$ cat src/sv/svpid_pkg.sv
// shared types, widths and operation codes for the six-axis velocity pid
`default_nettype none
package svpid_pkg;

    localparam int NUM_AXES  = 6;
    localparam int AXIS_W    = 3;
    localparam int VAL_W     = 16;
    localparam int ERR_W     = 17;
    localparam int GAIN_W    = 16;
    localparam int CFG_W     = 48;
    localparam int INTEG_W   = 40;
    localparam int OUT_W     = 32;
    localparam int MUL_A_W   = 21;
    localparam int MUL_B_W   = 17;
    localparam int PROD_W    = MUL_A_W + MUL_B_W;
    localparam int ACC_W     = 58;
    localparam int LO_SPLIT  = 20;
    localparam int ROUND_SH  = 16;

    // accumulator operations of the shared multiply-add unit
    localparam logic [2:0] MAC_HOLD   = 3'd0;
    localparam logic [2:0] MAC_LOAD   = 3'd1;
    localparam logic [2:0] MAC_ACC    = 3'd2;
    localparam logic [2:0] MAC_ACC_HI = 3'd3;
    localparam logic [2:0] MAC_ROUND  = 3'd4;

    typedef struct packed {
        logic [2:0]                 op;
        logic signed [MUL_A_W-1:0]  a;
        logic signed [MUL_B_W-1:0]  b;
        logic signed [ACC_W-1:0]    addend;
    } mac_ctl_t;

endpackage
`default_nettype wire

$ cat src/sv/svpid_mac.sv
// shared signed multiplier with a wide accumulator and rounding step
`default_nettype none
module svpid_mac (
    input  wire logic                           aclk,
    input  wire svpid_pkg::mac_ctl_t            ctl,
    output logic signed [svpid_pkg::ACC_W-1:0]  acc
);
    import svpid_pkg::*;

    localparam logic signed [ACC_W-1:0] ROUND_HALF = ACC_W'(1) <<< (ROUND_SH - 1);

    logic signed [PROD_W-1:0] prod;
    logic signed [ACC_W-1:0]  prod_ext;
    logic signed [ACC_W-1:0]  acc_reg;
    logic signed [ACC_W-1:0]  acc_next;

    assign prod     = ctl.a * ctl.b;
    assign prod_ext = {{(ACC_W-PROD_W){prod[PROD_W-1]}}, prod};

    always_comb begin
        case (ctl.op)
            MAC_LOAD:   acc_next = ctl.addend + prod_ext;
            MAC_ACC:    acc_next = acc_reg + prod_ext;
            MAC_ACC_HI: acc_next = acc_reg + (prod_ext <<< LO_SPLIT);
            // floor((x + half) / 2^16)
            MAC_ROUND:  acc_next = (acc_reg + ROUND_HALF) >>> ROUND_SH;
            default:    acc_next = acc_reg;
        endcase
    end

    always_ff @(posedge aclk) begin
        acc_reg <= acc_next;
    end

    assign acc = acc_reg;

endmodule
`default_nettype wire

$ cat src/sv/six_axis_velocity_pid.sv
// six-axis velocity pid: top level with sequencer, gain registers and integrals
// a valid axis's word passes integrate, clamp, ki low, ki high, round, kp and kd
// on the shared multiplier before its result enters the output register; an axis
// out of range goes straight there. s_tready drops while a word is in work, so no
// new word is taken before the last result is registered. aresetn (synchronous)
// clears gains, integrals and handshake state; no clearing pass is needed.
`default_nettype none
module six_axis_velocity_pid (
    input  wire logic                           aclk,
    input  wire logic                           aresetn,
    // configuration writes
    input  wire logic                           cfg_wr_en,
    input  wire logic [2:0]                     cfg_addr,
    input  wire logic [svpid_pkg::CFG_W-1:0]    cfg_wdata,
    // input stream
    input  wire logic                           s_tvalid,
    output logic                                s_tready,
    input  wire logic [63:0]                    s_tdata,  // desired, measured, accel, period
    input  wire logic [3:0]                     s_tuser,  // axis, setpoint_present
    // result stream
    output logic                                m_tvalid,
    input  wire logic                           m_tready,
    output logic [31:0]                         m_tdata,  // drive_value
    output logic [3:0]                          m_tuser   // axis_out, saturated
);
    import svpid_pkg::*;

    localparam logic [3:0] ST_IDLE  = 4'd0;
    localparam logic [3:0] ST_INT   = 4'd1;
    localparam logic [3:0] ST_CLAMP = 4'd2;
    localparam logic [3:0] ST_KI_LO = 4'd3;
    localparam logic [3:0] ST_KI_HI = 4'd4;
    localparam logic [3:0] ST_ROUND = 4'd5;
    localparam logic [3:0] ST_KP    = 4'd6;
    localparam logic [3:0] ST_KD    = 4'd7;
    localparam logic [3:0] ST_OUT   = 4'd8;

    localparam logic signed [ACC_W-1:0] INTEG_MAX =
        $signed({{(ACC_W-INTEG_W+1){1'b0}}, {(INTEG_W-1){1'b1}}});
    localparam logic signed [ACC_W-1:0] INTEG_MIN =
        $signed({{(ACC_W-INTEG_W+1){1'b1}}, {(INTEG_W-1){1'b0}}});
    localparam logic signed [ACC_W-1:0] OUT_MAX =
        $signed({{(ACC_W-OUT_W+1){1'b0}}, {(OUT_W-1){1'b1}}});
    localparam logic signed [ACC_W-1:0] OUT_MIN =
        $signed({{(ACC_W-OUT_W+1){1'b1}}, {(OUT_W-1){1'b0}}});

    logic [3:0]                 state_reg, state_next;
    logic [CFG_W-1:0]           gain_reg [NUM_AXES];
    logic signed [INTEG_W-1:0]  integ_reg [NUM_AXES];
    logic [AXIS_W-1:0]          axis_reg;
    logic signed [ERR_W-1:0]    err_reg;
    logic signed [ERR_W-1:0]    nacc_reg;
    logic [VAL_W-1:0]           dt_reg;
    logic                       sat_reg;
    logic                       bad_reg;
    logic                       m_tvalid_reg;
    logic [OUT_W-1:0]           m_data_reg;
    logic [3:0]                 m_user_reg;

    mac_ctl_t                   ctl;
    logic signed [ACC_W-1:0]    acc;

    logic                       s_accept;
    logic                       out_free;
    logic signed [ERR_W-1:0]    in_desired;
    logic signed [ERR_W-1:0]    in_meas;
    logic signed [ERR_W-1:0]    in_accel;
    logic [GAIN_W-1:0]          cur_kp, cur_ki, cur_kd;
    logic signed [INTEG_W-1:0]  cur_integ;
    logic signed [INTEG_W-1:0]  integ_clamped;
    logic                       integ_clip;
    logic [OUT_W-1:0]           drive_clamped;
    logic                       drive_clip;

    assign s_tready = (state_reg == ST_IDLE);
    assign s_accept = s_tvalid && s_tready;
    assign out_free = !m_tvalid_reg || m_tready;

    assign in_desired = s_tuser[3] ? ERR_W'($signed(s_tdata[15:0])) : '0;
    assign in_meas    = ERR_W'($signed(s_tdata[31:16]));
    assign in_accel   = ERR_W'($signed(s_tdata[47:32]));

    assign cur_kp    = gain_reg[axis_reg][15:0];
    assign cur_ki    = gain_reg[axis_reg][31:16];
    assign cur_kd    = gain_reg[axis_reg][47:32];
    assign cur_integ = integ_reg[axis_reg];

    always_comb begin
        integ_clip    = 1'b1;
        integ_clamped = INTEG_MAX[INTEG_W-1:0];
        if (acc > INTEG_MAX) begin
            integ_clamped = INTEG_MAX[INTEG_W-1:0];
        end else if (acc < INTEG_MIN) begin
            integ_clamped = INTEG_MIN[INTEG_W-1:0];
        end else begin
            integ_clip    = 1'b0;
            integ_clamped = acc[INTEG_W-1:0];
        end
    end

    always_comb begin
        drive_clip    = 1'b1;
        drive_clamped = OUT_MAX[OUT_W-1:0];
        if (acc > OUT_MAX) begin
            drive_clamped = OUT_MAX[OUT_W-1:0];
        end else if (acc < OUT_MIN) begin
            drive_clamped = OUT_MIN[OUT_W-1:0];
        end else begin
            drive_clip    = 1'b0;
            drive_clamped = acc[OUT_W-1:0];
        end
    end

    // operands for the shared multiplier, one step per state
    always_comb begin
        ctl.op     = MAC_HOLD;
        ctl.a      = '0;
        ctl.b      = '0;
        ctl.addend = '0;
        case (state_reg)
            ST_INT: begin
                ctl.op     = MAC_LOAD;
                ctl.a      = MUL_A_W'(err_reg);
                ctl.b      = $signed({1'b0, dt_reg});
                ctl.addend = ACC_W'(cur_integ);
            end
            ST_KI_LO: begin
                ctl.op = MAC_LOAD;
                ctl.a  = $signed({1'b0, cur_integ[LO_SPLIT-1:0]});
                ctl.b  = $signed({1'b0, cur_ki});
            end
            ST_KI_HI: begin
                ctl.op = MAC_ACC_HI;
                ctl.a  = MUL_A_W'($signed(cur_integ[INTEG_W-1:LO_SPLIT]));
                ctl.b  = $signed({1'b0, cur_ki});
            end
            ST_ROUND: begin
                ctl.op = MAC_ROUND;
            end
            ST_KP: begin
                ctl.op = MAC_ACC;
                ctl.a  = MUL_A_W'(err_reg);
                ctl.b  = $signed({1'b0, cur_kp});
            end
            ST_KD: begin
                ctl.op = MAC_ACC;
                ctl.a  = MUL_A_W'(nacc_reg);
                ctl.b  = $signed({1'b0, cur_kd});
            end
            default: begin
                ctl.op = MAC_HOLD;
            end
        endcase
    end

    svpid_mac u_mac (
        .aclk (aclk),
        .ctl  (ctl),
        .acc  (acc)
    );

    always_comb begin
        state_next = state_reg;
        case (state_reg)
            ST_IDLE: begin
                if (s_accept) begin
                    state_next = (s_tuser[2:0] >= AXIS_W'(NUM_AXES)) ? ST_OUT : ST_INT;
                end
            end
            ST_INT:   state_next = ST_CLAMP;
            ST_CLAMP: state_next = ST_KI_LO;
            ST_KI_LO: state_next = ST_KI_HI;
            ST_KI_HI: state_next = ST_ROUND;
            ST_ROUND: state_next = ST_KP;
            ST_KP:    state_next = ST_KD;
            ST_KD:    state_next = ST_OUT;
            ST_OUT: begin
                if (out_free) begin
                    state_next = ST_IDLE;
                end
            end
            default:  state_next = ST_IDLE;
        endcase
    end

    always_ff @(posedge aclk) begin
        if (!aresetn) begin
            state_reg <= ST_IDLE;
        end else begin
            state_reg <= state_next;
        end
    end

    // item capture
    always_ff @(posedge aclk) begin
        if (s_accept) begin
            axis_reg <= s_tuser[2:0];
            err_reg  <= in_desired - in_meas;
            nacc_reg <= -in_accel;
            dt_reg   <= s_tdata[63:48];
            bad_reg  <= (s_tuser[2:0] >= AXIS_W'(NUM_AXES));
        end
    end

    always_ff @(posedge aclk) begin
        if (!aresetn) begin
            sat_reg <= 1'b0;
        end else if (s_accept) begin
            sat_reg <= 1'b0;
        end else if (state_reg == ST_CLAMP) begin
            sat_reg <= integ_clip;
        end
    end

    // gains and integrals; a changed ki clears that axis's integral
    always_ff @(posedge aclk) begin
        if (!aresetn) begin
            for (int i = 0; i < NUM_AXES; i++) begin
                gain_reg[i]  <= '0;
                integ_reg[i] <= '0;
            end
        end else begin
            if (state_reg == ST_CLAMP) begin
                integ_reg[axis_reg] <= integ_clamped;
            end
            if (cfg_wr_en && (cfg_addr < AXIS_W'(NUM_AXES))) begin
                gain_reg[cfg_addr] <= cfg_wdata;
                if (cfg_wdata[31:16] != gain_reg[cfg_addr][31:16]) begin
                    integ_reg[cfg_addr] <= '0;
                end
            end
        end
    end

    // output word register
    always_ff @(posedge aclk) begin
        if (!aresetn) begin
            m_tvalid_reg <= 1'b0;
        end else if ((state_reg == ST_OUT) && out_free) begin
            m_tvalid_reg <= 1'b1;
        end else if (m_tready) begin
            m_tvalid_reg <= 1'b0;
        end
    end

    always_ff @(posedge aclk) begin
        if ((state_reg == ST_OUT) && out_free) begin
            if (bad_reg) begin
                m_data_reg <= '0;
                m_user_reg <= {1'b0, axis_reg};
            end else begin
                m_data_reg <= drive_clamped;
                m_user_reg <= {sat_reg | drive_clip, axis_reg};
            end
        end
    end

    assign m_tvalid = m_tvalid_reg;
    assign m_tdata  = m_data_reg;
    assign m_tuser  = m_user_reg;

endmodule
`default_nettype wire
$ cat config.mk
export PLATFORM = sky130hd
export DESIGN_NAME = six_axis_velocity_pid
export DESIGN_NICKNAME = d
export VERILOG_FILES = /design/src/sv/svpid_pkg.sv /design/src/sv/svpid_mac.sv /design/src/sv/six_axis_velocity_pid.sv
export SDC_FILE = /design/constraint.sdc
export NUM_CORES = 2
export LEC_CHECK = 0
export BUFFER_PORTS_ARGS = -buffer_cell sky130_fd_sc_hd__buf_4
export CAP_MARGIN = 30
export CORE_MARGIN = 2
export CORE_UTILIZATION = 60
export CTS_BUF_LIST = sky130_fd_sc_hd__clkbuf_2 sky130_fd_sc_hd__clkbuf_4 sky130_fd_sc_hd__clkbuf_8
export DETAILED_ROUTE_END_ITERATION = 10
export PLACE_DENSITY = 0.8
export REMOVE_ABC_BUFFERS = 1
export SLEW_MARGIN = 20
export SYNTH_ARGS = -nofsm -noshare
export SYNTH_HDL_FRONTEND = slang
export SYNTH_HIERARCHICAL = 1
export SYNTH_SLANG_ARGS = --single-unit
$ cat constraint.sdc
create_clock -name aclk -period 32 [get_ports aclk]
set_input_delay 6.4 -clock aclk [delete_from_list [all_inputs] [get_ports aclk]]
set_output_delay 6.4 -clock aclk [all_outputs]
set_load 0.05 [all_outputs]
==> key figures <==
Status
  – Status: finished clean

Timing
  – Slew HR: 31.37%
  – Fin Setup TNS: 0 ns
  – Unrepaired setup endpoints after global routing: false
  – Worst Slack Setup Final: 18.91 ns
  – Fmax: 76.42 MHz
  – Min Tclk post-route: 13.09 ns
  – Worst-margin pin slew: 1.022 ns
  – Final setup viols: 0
  – Fin. Hold Viols: 0
  – Final Skew: 0.03696 ns
  – Final Cycle Share: 40.89%
  – Final Max Slew Viols: 0

Power and ir drop
  – Pwr dens: 63.90 nW/µm²
  – Worst vdd ir: 59.51 µV
  – Leakage: 26.32 nW

Place
  – Placer's final routability congestion estimate: 0.9812
  – Post-place instance area: 62,700 µm²
  – Detail Placement HPWL: 119,300 µm
  – Worst slack at placement: 19.12 ns
  – I/O Buffers: 161

Worst hold path
  – Worst Hold Class: reg2reg

Clock tree
  – Clock Tree Root: clkbuf_8
  – # hold bufs at CTS: 0
  – CTS tree: built
  – Post_cts resized: 0
  – Clk buf depth: 3
  – CTS buffer count: 144
  – Clk_lat worst skew: 0.85 ns
  – H-tree Lvls: 4
  – Post-CTS Setup Bufs: 0
  – Clock-pin slew on the worst setup and hold paths: 0.06 ns
  – Sink Count: 861

Floorplan
  – Core area: 98,560 µm²
  – Die area: 102,300 µm²
  – Ports: 162
  – Die Wd: 319.8 µm
  – Std cell rows: 115
  – Initial Util: 60.71%
  – Die Y: 319.8 µm

Worst setup path
  – Buf/Inv on CP: 6
  – Reg2Reg Setup Slack: 18.91 ns
  – Critical-path maximum fanout: 63
  – CP Launch Type: flip-flop
  – CP max stage cell: buf_4
  – Required @ worst endpoint: 32.58 ns
  – Cell family with most CP delay: compound AO/OA/AOI/OAI gates
  – Top cell by count, worst path: fa_1
  – Largest stage delay, worst path: 0.77 ns
  – Critical Path End Type: flip-flop
  – WP data arrival: 13.66 ns
  – CP Class: reg2reg

Route
  – Post-DR wirelength/cell: 24.57 µm
  – DRT iter0 DRCs: 5,090
  – DRT antenna net count: 0
  – Pre-antenna DRT Iters: 8
  – Drt total wl: 175,500 µm
  – Vias/cell: 6.399
  – Via count: 45,710
  – Drt drc: 0

Cells and area
  – Filler instances: 7,301
  – Max reg flops: 384
  – Area grow syn2layout: 9.748%
  – # nets final: 6,428
  – Post-layout util: 66.63%
  – Finished Cell Area: 65,670 µm²
  – Layout cells sized above 1: 15.99%

GRT
  – Met1 Usage GRT: 44.70%
  – Largest net degree at the start of global routing: 82
  – Met3 usage: 8.207%
  – Met2 GRT Util: 54.68%
  – Overall routing resource usage: 34.41%
  – Global-route wire length before repair: 268,800 µm
  – Most Crowded Layer GR: met2
  – Vias in the first global route: 46,380
  – Initial antenna violation count: 9
  – Total gr overflow: 0

Synthesis
  – Yosys reg bits: 861
  – Unique masters post-synth: 101
  – Yosys warns: 6
  – Number of synthesized flops with an enable pin: 532
  – Async set-reset flop share out of synthesis: 0%
  – Syn avg cell area: 10.69 µm²
  – Cells after synthesis: 5,599
  – Top FF cell, synth: edfxtp_1
  – Sequential area share after synthesis: 37.70%
  – Post-synthesis cell area: 59,840 µm²

Flow run
  – Max Cap Viol: 0
-- area by class of cell --
cell class                      instances  area, µm²  area share (%)
Sequential cell                       861      22570           34.37
Antenna cell                            1      2.502        0.003810
Tap cell                             1287       1610           2.452
Clock inverter                         45      385.4          0.5868
Clock buffer                          209       2564           3.904
Inverter                              443       1670           2.543
Multi-Input combinational cell       4037      34750           52.91
Timing Repair Buffer                  260       2120           3.227
-- metal layers --
metal / share of wire (%) / wire length (µm)
met1: 38 / 65920
met2: 46 / 80490
met4: 5.0 / 8801
met5: 0.057 / 100
met3: 12 / 20220
-- report_power, final --
| part | internal (mW) | switching (mW) | total [mW] |
|---|---|---|---|
| logic | 0.673 | 1.08 | 1.76 |
| clock network | 0.551 | 0.459 | 1.01 |
| registers | 1.30 | 0.127 | 1.43 |
| total | 2.53 | 1.67 | 4.20 |
-- through the flow --
stage / hold WS (ns) / cells / total power [mW]
after floorplan: 0.4198 / 5341 / 2.631
after global placement: 0.4275 / 6879 / 3.105
after detailed placement: 0.4369 / 6887 / 3.147
after CTS: 0.4508 / 7141 / 4.151
after global routing: 0.4728 / 7142 / 4.382
final: 0.4473 / 7143 / 4.196
-- Yosys cell counts, types with 105 or more instances --
master	count	share of area (%)
xnor2_1	129	1.9
clkbuf_1	283	1.8
ha_1	198	4.1
a211oi_1	111	1.4
edfxtp_1	532	27
nor2_1	321	2.0
and2_1	437	4.6
inv_1	440	2.8
mux2i_1	218	3.6
mux4_2	187	7.0
mux2_2	105	2.0
nand2_1	520	3.3
fa_1	359	12
dfxtp_1	329	11
o21ai_0	158	1.3
a21oi_1	364	3.0
-- worst reg2reg max path: cells and delay by family (launching register included) --
kind | cells | cell delay [ns]
AOI/OAI and AO/OA | 17 | 3.81
adders and majority gates | 8 | 3.63
and+or+nand+nor | 8 | 2.27
buffers and inverters | 6 | 1.46
muxes | 2 | 0.78
DFF | 1 | 0.69
xor gates and xnor gates | 1 | 0.17
-- cell usage in the layout (no fill, tap or decap), types with 12 or more instances in the layout --
master      n
mux2_2    105
xor2_1     75
and2_1    437
a22oi_1    66
nand3_1    48
dfxtp_1   326
edfxtp_1  532
clkbuf_4   50
inv_1     437
conb_1    102
xnor2_1   128
clkinv_1   17
o21a_1     24
o21bai_1   17
ha_1      198
nand2_1   518
a21oi_1   363
o22ai_1    21
nor2b_1    26
clkbuf_8  159
nor4_1     32
a211oi_2   64
a31oi_1    14
buf_4     250
o211ai_1   15
nand2b_1   69
o221ai_1   38
nand4_1    31
fa_1      359
o21ai_0   152
nor2_1    315
mux4_2    187
mux2i_1   218
a211oi_1  111
or3_1      12
and3_1     23
nor3_1     45
a21o_1     56
-- kinds of logic (layout without fill, tap and decap cells) --
group | count (synthesis) | count (layout) | share of synthesized area (%)
simple gates | 1621 | 1621 | 13.34
compound gates | 1038 | 1038 | 11.76
flops | 861 | 861 | 37.70
buf+inv | 802 | 957 | 5.265
fa+ha+maj | 558 | 558 | 16.17
mux | 511 | 511 | 12.68
xor+xnor | 207 | 207 | 3.082
other cells | 1 | 103 | 0.006267
-- path summary, 6_finish.rpt --
path,endpoint,cells past startpoint,from
max,u_mac/acc[57]$_DFFE_PP_,42,flip-flop
min,integ_reg[7][0]$_SDFFE_PP0P_,2,integ_reg[7][0]$_SDFFE_PP0P_
max reg2reg,u_mac/acc[57]$_DFFE_PP_,42,flip-flop
min reg2reg,integ_reg[7][0]$_SDFFE_PP0P_,2,integ_reg[7][0]$_SDFFE_PP0P_
(Power assumes the default switching activity.)
